**config.mk**
```make
export PLATFORM = sky130hd
export DESIGN_NAME = gf2_polynomial_alu
export DESIGN_NICKNAME = d
export VERILOG_FILES = /design/src/hw/rtl/gpa_pkg.sv /design/src/hw/rtl/gpa_shift_xor_unit.sv /design/src/hw/rtl/gpa_sequencer.sv /design/src/hw/rtl/gf2_polynomial_alu.sv
export SDC_FILE = /design/constraint.sdc
export NUM_CORES = 1
export LEC_CHECK = 0
export BUFFER_PORTS_ARGS = -buffer_cell sky130_fd_sc_hd__buf_2
export CAP_MARGIN = 20
export CORE_MARGIN = 2
export CORE_UTILIZATION = 38
export CTS_CLUSTER_DIAMETER = 120
export DETAILED_ROUTE_END_ITERATION = 8
export GPL_ROUTABILITY_DRIVEN = 0
export HOLD_SLACK_MARGIN = 0.12
export SLEW_MARGIN = 20
export SYNTH_ARGS = -nofsm -noshare
export SYNTH_HDL_FRONTEND = slang
export SYNTH_SLANG_ARGS = --single-unit
export TNS_END_PERCENT = 20
```
**constraint.sdc**
```tcl
create_clock -name clk_i -period 6.3 [get_ports clk_i]
set_input_delay 0.945 -clock clk_i [delete_from_list [all_inputs] [get_ports clk_i]]
set_output_delay 0.945 -clock clk_i [all_outputs]
set_load 0.05 [all_outputs]
```
**src/hw/rtl/gpa_pkg.sv**
```systemverilog
// Shared constants, codes and control/status types of the GF(2) polynomial ALU.
package gpa_pkg;

  // Operand degree bound; coefficients above X^MAX_DEGREE are dropped.
  localparam int unsigned MAX_DEGREE = 31;

  // Internal widths derived from the degree bound
  localparam int unsigned OpW  = MAX_DEGREE + 1;
  localparam int unsigned ResW = 2 * MAX_DEGREE + 1;
  localparam int unsigned DegW = $clog2(ResW);
  localparam int unsigned CntW = $clog2(OpW);

  // Port field widths
  localparam int unsigned ModeW     = 2;
  localparam int unsigned CoeffInW  = 32;
  localparam int unsigned CoeffOutW = 63;
  localparam int unsigned DegOutW   = 6;
  localparam int unsigned InDataW   = 72;
  localparam int unsigned OutDataW  = 72;

  // Operation codes
  localparam logic [ModeW-1:0] MODE_ADD = 2'd0;
  localparam logic [ModeW-1:0] MODE_MUL = 2'd1;
  localparam logic [ModeW-1:0] MODE_DIV = 2'd2;

  // Datapath step commands
  typedef enum logic [2:0] {
    CMD_HOLD,
    CMD_LOAD,
    CMD_FIND,
    CMD_XOR,
    CMD_MUL,
    CMD_DIV
  } cmd_e;

  typedef struct packed {
    logic            x_top;
    logic            x_zero;
    logic            y_top;
    logic            acc_zero;
    logic [CntW-1:0] shift;
  } dp_status_t;

  typedef struct packed {
    cmd_e            cmd;
    logic            done;
    logic [DegW-1:0] degree;
    logic            div_zero;
  } seq_ctrl_t;

endpackage

```
**src/hw/rtl/gpa_shift_xor_unit.sv**
```systemverilog
// Shared shift-and-XOR datapath: normalize, carry-less multiply and divide steps.
module gpa_shift_xor_unit (
  input  logic                     clk_i,
  input  gpa_pkg::cmd_e            cmd_i,
  input  logic [gpa_pkg::ModeW-1:0] mode_i,
  input  logic [gpa_pkg::OpW-1:0]  a_i,
  input  logic [gpa_pkg::OpW-1:0]  b_i,
  output gpa_pkg::dp_status_t      status_o,
  output logic [gpa_pkg::ResW-1:0] acc_o
);
  import gpa_pkg::*;

  // x: normalize target, later the aligned divisor
  // y: multiplier bits MSB first, or the division remainder
  // z: multiplicand, or the sum
  logic [OpW-1:0]  x_q, x_d, y_q, y_d, z_q, z_d;
  logic [ResW-1:0] acc_q, acc_d;
  logic [CntW-1:0] shift_q, shift_d;

  always_comb begin
    x_d     = x_q;
    y_d     = y_q;
    z_d     = z_q;
    acc_d   = acc_q;
    shift_d = shift_q;
    unique case (cmd_i)
      CMD_LOAD: begin
        acc_d   = '0;
        shift_d = '0;
        case (mode_i)
          MODE_ADD: begin
            x_d = a_i ^ b_i;
            y_d = '0;
            z_d = a_i ^ b_i;
          end
          MODE_MUL: begin
            x_d = a_i;
            y_d = b_i;
            z_d = a_i;
          end
          MODE_DIV: begin
            x_d = b_i;
            y_d = a_i;
            z_d = '0;
          end
          default: begin
            x_d = '0;
            y_d = '0;
            z_d = '0;
          end
        endcase
      end
      CMD_FIND: begin
        x_d     = x_q << 1;
        shift_d = shift_q + 1'b1;
      end
      CMD_XOR: acc_d = ResW'(z_q);
      CMD_MUL: begin
        acc_d = {acc_q[ResW-2:0], 1'b0} ^ (y_q[OpW-1] ? ResW'(z_q) : '0);
        y_d   = y_q << 1;
      end
      CMD_DIV: begin
        // divisor is aligned to the top bit; drop it where the remainder has one
        acc_d = {acc_q[ResW-2:0], y_q[OpW-1]};
        y_d   = (y_q ^ (y_q[OpW-1] ? x_q : '0)) << 1;
      end
      default: ;
    endcase
  end

  always_ff @(posedge clk_i) begin
    x_q     <= x_d;
    y_q     <= y_d;
    z_q     <= z_d;
    acc_q   <= acc_d;
    shift_q <= shift_d;
  end

  assign status_o.x_top    = x_q[OpW-1];
  assign status_o.x_zero   = (x_q == '0);
  assign status_o.y_top    = y_q[OpW-1];
  assign status_o.acc_zero = (acc_q == '0);
  assign status_o.shift    = shift_q;
  assign acc_o             = acc_q;

endmodule

```
**src/hw/rtl/gpa_sequencer.sv**
```systemverilog
// Sequencer stepping the shared unit and tracking the result degree.
module gpa_sequencer (
  input  logic                      clk_i,
  input  logic                      rst_ni,
  input  logic                      start_i,
  input  logic [gpa_pkg::ModeW-1:0] mode_i,
  input  gpa_pkg::dp_status_t       status_i,
  input  logic                      out_load_i,
  output gpa_pkg::seq_ctrl_t        ctrl_o,
  output logic                      ready_o
);
  import gpa_pkg::*;

  localparam logic [2:0] ST_IDLE = 3'd0;
  localparam logic [2:0] ST_FIND = 3'd1;
  localparam logic [2:0] ST_MUL  = 3'd2;
  localparam logic [2:0] ST_DIV  = 3'd3;
  localparam logic [2:0] ST_DONE = 3'd4;

  logic [2:0]       state_q, state_d;
  logic [ModeW-1:0] mode_q, mode_d;
  logic [CntW-1:0]  cnt_q, cnt_d;
  logic [DegW-1:0]  deg_q, deg_d;
  logic             dz_q, dz_d;
  cmd_e             cmd;

  always_comb begin
    state_d = state_q;
    mode_d  = mode_q;
    cnt_d   = cnt_q;
    deg_d   = deg_q;
    dz_d    = dz_q;
    cmd     = CMD_HOLD;
    unique case (state_q)
      ST_IDLE: begin
        if (start_i) begin
          cmd     = CMD_LOAD;
          mode_d  = mode_i;
          cnt_d   = '0;
          deg_d   = '0;
          dz_d    = 1'b0;
          state_d = ST_FIND;
        end
      end
      ST_FIND: begin
        if (status_i.x_zero) begin
          // zero sum, zero multiplicand, zero divisor or unused mode
          dz_d    = (mode_q == MODE_DIV);
          state_d = ST_DONE;
        end else if (status_i.x_top) begin
          deg_d = DegW'(MAX_DEGREE) - DegW'(status_i.shift);
          case (mode_q)
            MODE_ADD: begin
              cmd     = CMD_XOR;
              state_d = ST_DONE;
            end
            MODE_MUL: state_d = ST_MUL;
            MODE_DIV: state_d = ST_DIV;
            default:  state_d = ST_DONE;
          endcase
        end else begin
          cmd = CMD_FIND;
        end
      end
      ST_MUL: begin
        cmd = CMD_MUL;
        // first multiplier bit sets the product degree
        if (status_i.acc_zero && status_i.y_top) begin
          deg_d = deg_q + DegW'(MAX_DEGREE) - DegW'(cnt_q);
        end
        if (cnt_q == CntW'(MAX_DEGREE)) begin
          state_d = ST_DONE;
        end else begin
          cnt_d = cnt_q + 1'b1;
        end
      end
      ST_DIV: begin
        cmd = CMD_DIV;
        // first quotient bit sets the quotient degree
        if (status_i.acc_zero && status_i.y_top) begin
          deg_d = DegW'(status_i.shift) - DegW'(cnt_q);
        end
        if (cnt_q == status_i.shift) begin
          state_d = ST_DONE;
        end else begin
          cnt_d = cnt_q + 1'b1;
        end
      end
      ST_DONE: begin
        if (out_load_i) begin
          state_d = ST_IDLE;
        end
      end
      default: state_d = ST_IDLE;
    endcase
  end

  always_ff @(posedge clk_i or negedge rst_ni) begin
    if (!rst_ni) begin
      state_q <= ST_IDLE;
      mode_q  <= MODE_ADD;
      cnt_q   <= '0;
      deg_q   <= '0;
      dz_q    <= 1'b0;
    end else begin
      state_q <= state_d;
      mode_q  <= mode_d;
      cnt_q   <= cnt_d;
      deg_q   <= deg_d;
      dz_q    <= dz_d;
    end
  end

  assign ctrl_o.cmd      = cmd;
  assign ctrl_o.done     = (state_q == ST_DONE);
  assign ctrl_o.degree   = status_i.acc_zero ? '0 : deg_q;
  assign ctrl_o.div_zero = dz_q;
  assign ready_o         = (state_q == ST_IDLE);

endmodule

```
**src/hw/rtl/gf2_polynomial_alu.sv**
```systemverilog
// Top level of the GF(2) polynomial ALU: stream ports, shared unit, output register.
//
// Channel  Dir  Handshake                    Payload
// s_axis   in   s_axis_tvalid_i/tready_o     tdata: mode, a_coeffs, b_coeffs
// m_axis   out  m_axis_tvalid_o/tready_i     tdata: result_coeffs, result_degree;
//                                            tuser: divide_by_zero
//
// Steps: the normalize pass (one shift per cycle) finds the top coefficient; add
//   then ends, while multiply and divide go on with one multiplier or quotient
//   bit per cycle through the shared shift-XOR unit.
// A zero sum, zero multiplicand, zero divisor or unused mode ends with no normalize shift.
// Reset: rst_ni clears the sequencer and the output valid; data needs no reset.
// Stalls: a result waits in the output register; input is taken again once the
//   result has moved into that register.
module gf2_polynomial_alu (
  input  logic                         clk_i,
  input  logic                         rst_ni,
  input  logic                         s_axis_tvalid_i,
  output logic                         s_axis_tready_o,
  // [1:0] mode, [33:2] a_coeffs, [65:34] b_coeffs, [71:66] zero
  input  logic [gpa_pkg::InDataW-1:0]  s_axis_tdata_i,
  output logic                         m_axis_tvalid_o,
  input  logic                         m_axis_tready_i,
  // [62:0] result_coeffs, [68:63] result_degree, [71:69] zero
  output logic [gpa_pkg::OutDataW-1:0] m_axis_tdata_o,
  // [0] divide_by_zero
  output logic                         m_axis_tuser_o
);
  import gpa_pkg::*;

  logic [ModeW-1:0]    in_mode;
  logic [CoeffInW-1:0] in_a, in_b;
  logic                in_accept;

  dp_status_t          status;
  seq_ctrl_t           ctrl;
  logic [ResW-1:0]     acc;
  logic                out_load;

  logic                   out_valid_q, out_valid_d;
  logic [CoeffOutW-1:0]   res_q;
  logic [DegOutW-1:0]     deg_q;
  logic                   dz_q;

  assign in_mode   = s_axis_tdata_i[1:0];
  assign in_a      = s_axis_tdata_i[33:2];
  assign in_b      = s_axis_tdata_i[65:34];
  assign in_accept = s_axis_tvalid_i && s_axis_tready_o;

  gpa_shift_xor_unit u_unit (
    .clk_i    (clk_i),
    .cmd_i    (ctrl.cmd),
    .mode_i   (in_mode),
    .a_i      (in_a[OpW-1:0]),  // bits above X^MAX_DEGREE dropped
    .b_i      (in_b[OpW-1:0]),
    .status_o (status),
    .acc_o    (acc)
  );

  gpa_sequencer u_seq (
    .clk_i      (clk_i),
    .rst_ni     (rst_ni),
    .start_i    (in_accept),
    .mode_i     (in_mode),
    .status_i   (status),
    .out_load_i (out_load),
    .ctrl_o     (ctrl),
    .ready_o    (s_axis_tready_o)
  );

  // output register, filled when empty or in the cycle its transaction completes
  assign out_load = ctrl.done && (!out_valid_q || m_axis_tready_i);

  always_comb begin
    out_valid_d = out_valid_q;
    if (out_load) begin
      out_valid_d = 1'b1;
    end else if (m_axis_tready_i) begin
      out_valid_d = 1'b0;
    end
  end

  always_ff @(posedge clk_i or negedge rst_ni) begin
    if (!rst_ni) begin
      out_valid_q <= 1'b0;
    end else begin
      out_valid_q <= out_valid_d;
    end
  end

  always_ff @(posedge clk_i) begin
    if (out_load) begin
      res_q <= CoeffOutW'(acc);
      deg_q <= DegOutW'(ctrl.degree);
      dz_q  <= ctrl.div_zero;
    end
  end

  assign m_axis_tvalid_o = out_valid_q;
  assign m_axis_tdata_o  = {3'b000, deg_q, res_q};
  assign m_axis_tuser_o  = dz_q;

`ifndef SYNTHESIS
  // one transaction in flight: no accept right after an accept
  assert property (@(posedge clk_i) disable iff (!rst_ni)
    in_accept |=> !s_axis_tready_o)
    else $error("input accepted while busy");

  // divide by zero comes with an all-zero result
  assert property (@(posedge clk_i) disable iff (!rst_ni)
    (out_valid_q && dz_q) |-> (res_q == '0 && deg_q == '0))
    else $error("divide by zero with nonzero result");

  // degree names the highest set coefficient
  assert property (@(posedge clk_i) disable iff (!rst_ni)
    (out_valid_q && res_q != '0) |-> ((res_q >> deg_q) == CoeffOutW'(1)))
    else $error("result degree mismatch");
`endif

endmodule

```
# Word-level counts from Yosys, hierarchy flattened
# Cells that the tools add are included.
# word_totals
regBits,252
input_bits,76
output_inout_bits,75
word_cells,109
# classes
add_sub_neg,6
eq_ne,27
muxes,37
bitwise_logic,3
n_reduce_logical,22
# ops
op,n
one-hot mux 63 bit (4 select lines),1
one-hot mux 32 bit (2 select lines),3
one-hot mux 32 bit (3 select lines),2
zero test 63 bit,1
XOR 63 bit,1
zero test 32 bit,1
2-to-1 mux 32 bit,1
XOR 32 bit,1
2-to-1 mux 31 bit,1
XOR 31 bit,1
2-to-1 mux 6 bit,5
one-hot mux 6 bit (4 select lines),1
2-to-1 mux 3 bit,7
2-to-1 mux 5 bit,3
one-hot mux 3 bit (5 select lines),1
one-hot mux 5 bit (3 select lines),1
"== test 3 x 2 -> 1 bit, second input constant",4
"!= test 2 x 1 -> 1 bit, second input constant",6
one-hot mux 3 bit (4 select lines),1
"adder 5 x 1 -> 5 bit, second input constant",2
"!= test 2 bit, second input constant",5
one-hot mux 5 bit (2 select lines),1
"== test 3 bit, second input constant",3
nonzero test 4 bit,2
26 further kinds,40

# Logic depth before layout (Yosys ltp)
# Gate-level depths: netlist of run 1.
# logic_depth
ltp_word,7
depth_mapped,10
mapped_depth_nobuf,10

# Modules after synthesis
# Synthesis of run 1 repeated with hierarchy kept, for this count alone.
# unflattened
hier_cells,1141
area_unflattened_um2,12778.5
# modules_own_cells
module,instances,cells_per_inst,area_per_inst_um2,seq_area_each_um2
gpa_shift_xor_unit,1,892,9034.9,4924.7
gf2_polynomial_alu,1,79,2178.3,2127.0
gpa_sequencer,1,170,1565.3,425.4

# Worst setup path after synthesis of run 1
# Ideal clock, no wire load.
# synth_timing
kind,input port to flip-flop
from,input port m_axis_tready_i
to,register deg_q[0] (enable)
setup_time_ps,599
arrival_time_ps,6176
setup_slack_ps,-475
cell_stages,2
path_cell_list,nand2b_1 -> nor3b_1
# synth_between
elab_chain_cells,2
# synth_rtl
element,line_no,rtl
"start, declared",gf2_polynomial_alu.sv:23,"input logic m_axis_tready_i,"
logical OR 1 bit,gf2_polynomial_alu.sv:72,assign out_load = ctrl.done && (!out_valid_q || m_axis_tready_i);
logical AND 1 bit,gf2_polynomial_alu.sv:72,
via out_load,gf2_polynomial_alu.sv:38,logic out_load;
"end signal, assigned",gf2_polynomial_alu.sv:94,deg_q <= DegOutW'(ctrl.degree);
"end, declared",gf2_polynomial_alu.sv:42,logic [DegOutW-1:0] deg_q;
# The timed path passes the listed nets, and every way through them passes these cells.
# A chain may end at the register's enable or synchronous reset.

# Worst setup path in the final report of run 1
# layout_timing
from,register u_seq.state_q[0]
to,output port s_axis_tready_o
# layout_between
elab_chain_cells,1
# layout_rtl
element,line_no,rtl
"start, declared",gpa_sequencer.sv:20,"logic [2:0] state_q, state_d;"
"start signal, assigned",gpa_sequencer.sv:106,state_q <= state_d;
zero test 3 bit,gpa_sequencer.sv:118,assign ready_o = (state_q == ST_IDLE);
"end, declared",gf2_polynomial_alu.sv:19,"output logic s_axis_tready_o,"
# No other way between the ends.

==> reports/summary.txt, run 1 <==
Status -> completed
WL per Instance -> 19.0 µm
Worst-Margin Slew -> 1.09 ns
Worst r2r path cells -> 6
Reg clk slew, reported paths -> 0.07 ns
CP Capture Type -> primary output
Area taken by multi-input logic gates -> 0.00452 mm²
Synth Area in Adders -> 2.76%
Num ports -> 151
Peak VDD IR -> 247 µV
Setup violators final -> 0
Synth warn -> 0
Core area -> 0.0318 mm²
Post-synth top flop -> edfxtp_1
Vias -> 8,590
Clock sink count -> 252
Min-Delay Path Class -> input pin to async pin
Final net count -> 1,209
Chip height -> 184 µm
Reg-to-reg startpoint -> u_unit.x_q[0]
Total GRT Usage -> 17.3%
Post-Syn Area -> 0.0123 mm²
Proportion of synthesized area in mux cells -> 0.973%
Initial core utilization -> 38.8%
Post-route cell area -> 0.0144 mm²
Clock tree buffer depth -> 3
Synth area leaders -> edfxtp_1 (57%), xor2_1 (6.7%), dfrtp_1 (3.7%)
Arr. time, crit path -> 2.19 ns
Leakage -> 5.19 nW
Die ar. -> 0.0339 mm²
Post-synth top cells -> edfxtp_1 (234), xor2_1 (95), o21ai_0 (67), clkbuf_1 (48), nand2_1 (45)
Crit path from -> u_seq.state_q[0]
Register area share after synthesis -> 60.6%
Drt pass-1 iters -> 5
Routed Antenna Nets -> 0
Cts bufs inserted -> 29
CTS tree -> done
Crit share post-route -> 49.7%
Largest family of logic cells by synthesized area -> compound AO/OA/AOI/OAI gates
WS Path Type -> flop to primary output
P&R area growth vs syn -> 16.9%
Max Fclk -> 0.319 GHz
Switch share -> 38.3%
# resized after CTS -> 0
Post-synth EDFFs -> 234
Die width -> 184 µm
Vias in the first global route -> 8,053
Flop pwr share -> 45.0%
Final TNS setup -> 0 ns
DP HPWL -> 19.5 mm
Number of remaining DRC errors -> 0
# rows -> 65
Slew Viols, Final -> 0
Min Tclk post-route -> 3.13 ns
Net Sw Power -> 2.82 mW
Initial antenna violation count -> 0
Total global routing overflow -> 0
Clock power share -> 22.4%
Max-slew headroom -> 27.0%
Post-CTS Hold Buffers -> 0
Critical Path RT -> 5.35 ns
CTS H-tree lvls -> 1
Clk_skew -> 0.0178 ns
Post-Synth XOR/XNOR Area -> 7.17%
Synth Area in Simple Gates -> 8.91%
First-pass GRT wire length -> 46.4 mm
Most frequent cell after synthesis -> edfxtp_1
Area after DPL -> 0.0135 mm²
Yosys top cell area share -> 56.9%
Post-CTS Setup Repair Bufs -> 0
Layout cell share with drive strength beyond 1 -> 20.4%
Clock root cell -> clkbuf_16
Compound-Gate Fraction of Synth Area -> 16.3%
PortBufs -> 141
Comb power frac -> 32.6%
RSZ-0062 raised after global routing -> no
Max-cap viol count -> 0
Max FO, Critical Path -> 27
Crit start category -> flop
Hold Fails Final Rpt -> 0
Pin count of the biggest net entering global routing -> 71
Total internal power -> 4.54 mW
Final wirelength -> 29.7 mm
PwrDens -> 510 mW/mm²
Post-Syn Area per Cell -> 12.4 µm²
Diode count -> 0
#FFs+latches synth -> 252
DR vias/cell -> 5.49
Clk_lat worst skew -> 0.54 ns
Fillers -> 2,901
Ys async rst share -> 7.14%
Post-Synthesis Cells -> 992
Synth cell types -> 52
Post-synth top area cell -> edfxtp_1
Iteration-0 DRC Markers -> 876
FF+latch area -> 0.00748 mm²
==> routing by layer <==
| metal | global-route usage [%] | up-vias | routed length [µm] |
|---|---|---|---|
| met3 | 2.87 | 39 | 1940 |
| met4 | 3.52 | 0 | 471 |
| met1 | 27.0 | 4219 | 14800 |
| met2 | 25.2 | 306 | 12500 |
| met5 | 0 | - | 0 |
| li1 | - | 4026 | - |
==> worst max-delay path: stages (launching register included) <==
cell and delay (ns):
dfrtp_1 0.70, or2_2 0.51, nor2_1 0.15, buf_2 0.29
==> per-stage QoR <==
step                      power, mW  setup slack (ns)  util [%]  std cells  hold WS (ns)
after floorplan                4.98              2.02         -        994         0.428
after global placement         5.67              2.84      42.3       1510         0.444
after detailed placement       5.74              3.23      42.4       1511         0.450
after CTS                      7.41              3.16      45.3       1564         0.347
after global routing           7.78              3.06      45.4       1564         0.375
final                          7.35              3.17      45.4       1564         0.351
==> cells by family (layout without fill, tap and decap cells) <==
logic type      Yosys count  count (layout)
xor+xnor                101             101
buf+inv                 101             236
mux                      11              11
fa+ha+maj                26              26
compound gates          300             300
other cells               1               3
simple gates            200             200
flops                   252             252
==> layout by cell type, fill, tap and decap left out, types with 29 or more instances in the layout <==
| cell | count |
|---|---|
| edfxtp_1 | 234 |
| buf_2 | 141 |
| xor2_1 | 95 |
| o21ai_0 | 67 |
| nand2_1 | 44 |
| a21oi_1 | 41 |
| nand4_1 | 37 |
| o211ai_1 | 35 |
| and2_1 | 33 |
| a22oi_1 | 33 |
| a22o_1 | 32 |
| o22ai_1 | 32 |
| o21a_1 | 31 |
| clkbuf_16 | 29 |
==> final cells by class <==
cell class / count / area share [%]
clock buffer: 31 / 5.08
timing repair buffer: 158 / 5.92
multi-input combinational: 641 / 31.3
sequential: 252 / 51.8
clock inverter: 22 / 1.41
tap: 435 / 3.77
inverter: 25 / 0.651
==> power by group through the flow <==
stage                     Clock, mW  Combinational [mW]  Sequential [mW]
final                          1.65                2.40             3.31
after global routing           1.74                2.64             3.39
after CTS                      1.68                2.41             3.31
after detailed placement          0                2.40             3.34
after global placement            0                2.33             3.34
after floorplan                   0                1.50             3.48
==> state kept, by name, summed over array words and instances, names as in the netlist <==
register and flops:
u_unit.acc_o 63, m_axis_tuser_o 1, u_unit.x_q 32, u_seq.cnt_q 5, deg_q 6, u_unit.shift_q 5
u_seq.mode_q 2, u_unit.y_q 32, m_axis_tvalid_o 1, u_seq.dz_q 1, res_q 63, u_seq.state_q 3
u_unit.z_q 32, u_seq.deg_q 6
==> final timing paths <==
path | slack (ns) | to
max in group asynchronous | 5.62 | u_seq.cnt_q[4]
min | 0.35 | u_seq.mode_q[1]
max | 3.17 | s_axis_tready_o
min in group clk_i | 0.46 | res_q[62]
min reg2reg | 0.46 | res_q[62]
max reg2reg | 3.35 | u_unit.x_q[29]
Power figures use the tool's default switching activity.
==> run 2: changes to the inputs <==
==> constraint.sdc (replaced) <==
create_clock -name clk_i -period 2.79 [get_ports clk_i]
set_input_delay 0.4185 -clock clk_i [delete_from_list [all_inputs] [get_ports clk_i]]
set_output_delay 0.4185 -clock clk_i [all_outputs]
set_load 0.05 [all_outputs]
==> run 2 against run 1 <==
First-iteration DRC count is 1.5% higher; clock power is 120% higher; final area is 1.7% higher; cell count is 1.2% higher; core utilization is 0.78 points higher; sequential power is 120% higher; worst setup slack worse by 2.9 ns; combinational power is 140% higher; worst hold slack worse by 0.10 ns; count of clock-buffer cells in the layout is 1 higher; routed wire length is 1.3% lower.
==> reports/summary.txt, run 2 (synthesized netlist as in run 1, its figures left out) <==
Min Tclk post-route -> 2.51 ns
Clk_skew -> 0.0211 ns
First-pass GRT wire length -> 46.1 mm
Final design utilization -> 46.1%
CTS tree -> done
Final TNS setup -> 0 ns
Setup violators final -> 0
Max Fclk -> 0.399 GHz
Fin Hold WS -> 0.251 ns
Max-slew headroom -> 51.8%
GRT Max-Usage Layer -> met1
Routed Antenna Nets -> 0
Total global routing overflow -> 0
DR vias/cell -> 5.39
Max FO, Critical Path -> 4
Clock root cell -> clkbuf_16
Chip height -> 184 µm
DP HPWL -> 20.0 mm
Arr. time, crit path -> 2.93 ns
Crit start category -> flop
Critical Path RT -> 3.21 ns
Reg clk slew, reported paths -> 0.06 ns
Number of remaining DRC errors -> 0
Clk_lat worst skew -> 0.54 ns
Crit path cell chain -> inv_1 -> ha_1 -> ha_1 -> inv_1 -> fa_1 -> nor2b_1 -> o21ai_0 -> nand3_1 -> or3b_2 -> a32o_1
CTS H-tree lvls -> 1
Met1 Resource Use GR -> 27.2%
Critical path buffer and inverter count -> 2
Iteration-0 DRC Markers -> 889
PortBufs -> 141
Max-cap viol count -> 0
Die width -> 184 µm
Leakage -> 5.32 nW
Pin count of the biggest net entering global routing -> 65
CP Capture Type -> flop
Most common cell after layout, fill and taps aside -> edfxtp_1
Crit share post-route -> 89.9%
Final wirelength -> 29.3 mm
PwrDens -> 1150 mW/mm²
Slowest CP cell -> or3b_2
WL per Instance -> 18.5 µm
Post-CTS Setup Repair Bufs -> 0
Status -> completed
Initial core utilization -> 38.8%
Core area -> 0.0318 mm²
Peak VDD IR -> 604 µV
Cts bufs inserted -> 28
Slew Viols, Final -> 0
P&R area growth vs syn -> 18.9%
Initial antenna violation count -> 0
CP delay by family, top -> adder cells
Clock sink count -> 252
Final net count -> 1,229
Commonest non-fill, non-tap cells in the layout -> edfxtp_1 (234), buf_2 (141), xor2_1 (95), o21ai_0 (67), nand2_1 (44)
M2 GR Usage -> 24.9%
Die ar. -> 0.0339 mm²
Clock tree buffer depth -> 3
Post-route cell area -> 0.0147 mm²
Total GRT Usage -> 17.2%
WS Path Type -> flop to flop
M3 GR Usage -> 2.59%
Vias in the first global route -> 8,034
Drt pass-1 iters -> 5
Worst-Margin Slew -> 0.722 ns
Hold Fails Final Rpt -> 0
Layout cell share with drive strength beyond 1 -> 21.5%
Min-Delay Path Class -> input pin to flop
Vias -> 8,530
Diode count -> 0
# rows -> 65
CP peak stage delay -> 0.44 ns
Area after DPL -> 0.0137 mm²
RSZ-0062 raised after global routing -> no
Num ports -> 151
[run 2: cell type report]
type	instances	area, µm²
Clock buffer	32	737
Clock inverter	18	178
Fill cell	2892	17100
Inverter	25	93.8
Multi-Input combinational cell	641	4510
Sequential cell	252	7480
Tap cell	435	544
Timing Repair Buffer	179	1130
[run 2: per-stage QoR]
| step | setup WS, ns | power, mW | cells |
|---|---|---|---|
| after floorplan | -0.324 | 11.3 | 994 |
| after global placement | 0.310 | 13.1 | 1531 |
| after detailed placement | 0.295 | 13.2 | 1531 |
| after CTS | 0.280 | 16.9 | 1582 |
| after global routing | 0.157 | 17.8 | 1582 |
| final | 0.281 | 16.8 | 1582 |
[run 2: worst register-to-register path: stages (launching register included)]
cell and delay [ns]:
dfrtp_1 0.36, inv_1 0.10, ha_1 0.29, ha_1 0.16, inv_1 0.05, fa_1 0.38
nor2b_1 0.14, o21ai_0 0.12, nand3_1 0.10, or3b_2 0.44, a32o_1 0.25
[run 2: per-layer routing]
metal / part of all wire (%) / vias up
met5: 0 / -
met4: 1.5 / 0
met3: 6.8 / 32
met2: 42 / 309
met1: 50 / 4119
li1: - / 4070
[run 2: worst paths after layout]
path                       slack, ns  depth (start not counted)         endpoint          startpoint
hold reg to reg                 0.47                          0        res_q[35]    u_unit.acc_o[35]
hold / removal                  0.25                          2   u_unit.z_q[15]  s_axis_tdata_i[17]
setup / recovery                0.28                         10   u_seq.deg_q[5]      u_seq.cnt_q[1]
setup reg to reg                0.28                         10   u_seq.deg_q[5]      u_seq.cnt_q[1]
max in group asynchronous       2.10                          2  u_seq.mode_q[1]              rst_ni
min in group asynchronous       0.37                          2   u_seq.deg_q[2]              rst_ni
[run 2: where the power goes]
| part | switching [mW] | leakage [nW] | internal (mW) |
|---|---|---|---|
| logic | 3.72 | 2.39 | 2.02 |
| registers | 1.12 | 2.47 | 6.28 |
| clock network | 1.50 | 0.456 | 2.17 |
[run 2: what timing repair did]
item	in CTS	in global routing
gates resized for setup	0	0
endpoints found under the hold margin	18	0
hold buffers	1	0
==> run 3: changes to the inputs <==
==> constraint.sdc (replaced) <==
create_clock -name clk_i -period 2.05 [get_ports clk_i]
set_input_delay 0.3075 -clock clk_i [delete_from_list [all_inputs] [get_ports clk_i]]
set_output_delay 0.3075 -clock clk_i [all_outputs]
set_load 0.05 [all_outputs]
==> run 3 against run 2 <==
The run now ends with negative setup slack left; core utilization up 5.6 points; via count up 7.6%; power up 57%; die area unchanged; final area up 12%; global-route usage up 1.6 points; worst setup slack worse by 0.44 ns; first-iteration DRC count down 22%; critical path depth down 1; sequential cell count unchanged; sequential power up 31%; routed wire length up 9.7%; highest routed layer unchanged.
==> reports/summary.txt, run 3 (synthesized netlist as in run 1, its figures left out) <==
Slew Viols, Final -> 0
Critical Path RT -> 2.48 ns
Failing checks -> negative setup slack
PortBufs -> 141
# rows -> 65
Final TNS setup -> -11.98 ns
Total GRT Usage -> 18.8%
DP HPWL -> 21.3 mm
Peak VDD IR -> 845 µV
Setup violators final -> 116
PwrDens -> 1610 mW/mm²
First-pass GRT wire length -> 50.0 mm
CP Capture Type -> flop
Clk_skew -> 0.0217 ns
Die ar. -> 0.0339 mm²
Most common cell after layout, fill and taps aside -> edfxtp_1
Comb power frac -> 43.4%
Num ports -> 151
Worst setup margin -> -0.162 ns
Max FO, Critical Path -> 3
Pin count of the biggest net entering global routing -> 65
Drt pass-1 iters -> 5
Clk_lat worst skew -> 0.55 ns
Flop pwr share -> 36.7%
Reg clk slew, reported paths -> 0.06 ns
Vias -> 9,182
Crit path cell chain -> nor4_2 -> buf_4 -> nand4_1 -> buf_6 -> o2111ai_4 -> buf_6 -> buf_6 -> o221ai_4 -> mux2_4
CP dominant cell by count -> buf_6
Leakage -> 6.18 nW
Chip height -> 184 µm
Crit share post-route -> 108%
Number of remaining DRC errors -> 0
Min-Delay Path Class -> input pin to flop
CTS tree -> done
Layout cell share with drive strength beyond 1 -> 33.7%
Initial antenna violation count -> 0
Diode count -> 0
P&R area growth vs syn -> 33.2%
Clock root cell -> clkbuf_16
Total internal power -> 16.8 mW
Max-cap viol count -> 0
Cts bufs inserted -> 28
Status -> finished with violations
Commonest non-fill, non-tap cells in the layout -> edfxtp_1 (234), buf_4 (150), buf_2 (140), xor2_1 (94), o21ai_0 (48)
Hold Fails Final Rpt -> 0
Switch share -> 36.4%
Clock power share -> 19.8%
Die width -> 184 µm
Slowest CP cell -> edfxtp_1
Initial core utilization -> 38.8%
Final net count -> 1,381
CP peak stage delay -> 0.43 ns
Min Tclk post-route -> 2.21 ns
Final wirelength -> 32.2 mm
Net Sw Power -> 9.59 mW
DR vias/cell -> 5.29
Vias in the first global route -> 8,780
Final design utilization -> 51.7%
Iteration-0 DRC Markers -> 691
Arr. time, crit path -> 2.64 ns
WL per Instance -> 18.5 µm
RSZ-0062 raised after global routing -> yes
Core area -> 0.0318 mm²
WS Path Type -> flop to flop
Total global routing overflow -> 0
CTS H-tree lvls -> 1
Crit start category -> flop
Routed Antenna Nets -> 0
Max Fclk -> 0.452 GHz
Clock sink count -> 252
Clock tree buffer depth -> 3
==> run 3: cell type report <==
class / count / area (µm²)
fillers: 2750 / 15400
clock buffers: 33 / 741
multi-input cells: 641 / 4820
clock inverters: 18 / 210
well taps: 435 / 544
inverters: 25 / 93.8
flip-flops and latches: 252 / 7480
repair buffers: 331 / 2540
==> run 3: repair_timing <==
item	CTS	global route
setup buffers	13	4
resized for setup	73	27
setup endpoints to repair	123	212
endpoints found under the hold margin	20	0
pin swaps	21	20
cloned	4	2
hold buffers	3	0
==> run 3: layer usage <==
| layer | global-route usage, % | share of wire (%) | wire (µm) |
|---|---|---|---|
| met1 | 28.5 | 47 | 15200 |
| met2 | 28.0 | 44 | 14000 |
| met3 | 3.24 | 7.5 | 2400 |
| met4 | 4.32 | 1.6 | 525 |
| met5 | 0 | 0 | 0 |
==> run 3: worst paths after layout <==
path                               startpoint               end  slack [ns]  cells after the start
hold / removal             s_axis_tdata_i[34]     u_unit.y_q[0]        0.14                      3
setup reg to reg               u_unit.x_q[17]  u_seq.state_q[2]       -0.16                      9
setup / recovery               u_unit.x_q[17]  u_seq.state_q[2]       -0.16                      9
max in group asynchronous              rst_ni    u_seq.cnt_q[0]        1.45                      2
hold reg to reg              u_unit.acc_o[62]         res_q[62]        0.48                      0
min in group asynchronous              rst_ni   u_seq.mode_q[0]        0.25                      2
==> run 3: stage by stage <==
stage / setup WS [ns] / total power, mW / hold WS (ns) / instance area (µm²) / instances
final: -0.162 / 26.4 / 0.143 / 16400 / 1735
after global routing: -0.238 / 27.8 / 0.153 / 16400 / 1735
after CTS: -0.174 / 26.1 / 0.121 / 16300 / 1731
after detailed placement: -0.324 / 19.8 / 0.291 / 14800 / 1661
after global placement: -0.337 / 19.6 / 0.291 / 14800 / 1661
after floorplan: -1.06 / 15.3 / 0.0119 / 12400 / 994
==> run 3: power groups by stage <==
stage / Sequential, mW / Combinational (mW) / Clock [mW]
floorplan: 10.7 / 4.66 / 0
global placement: 9.61 / 10.0 / 0
detailed placement: 9.66 / 10.2 / 0
CTS: 9.65 / 11.2 / 5.32
global route: 9.92 / 12.4 / 5.54
finish: 9.70 / 11.5 / 5.23
==> run 3: worst max-delay path, delay by kind of cell, from the launching register on <==
kind	cells	cell delay, ns
AOI/OAI and AO/OA	2	0.35
and+or+nand+nor	2	0.44
muxes	1	0.31
buffers and inverters	4	0.58
DFF	1	0.43
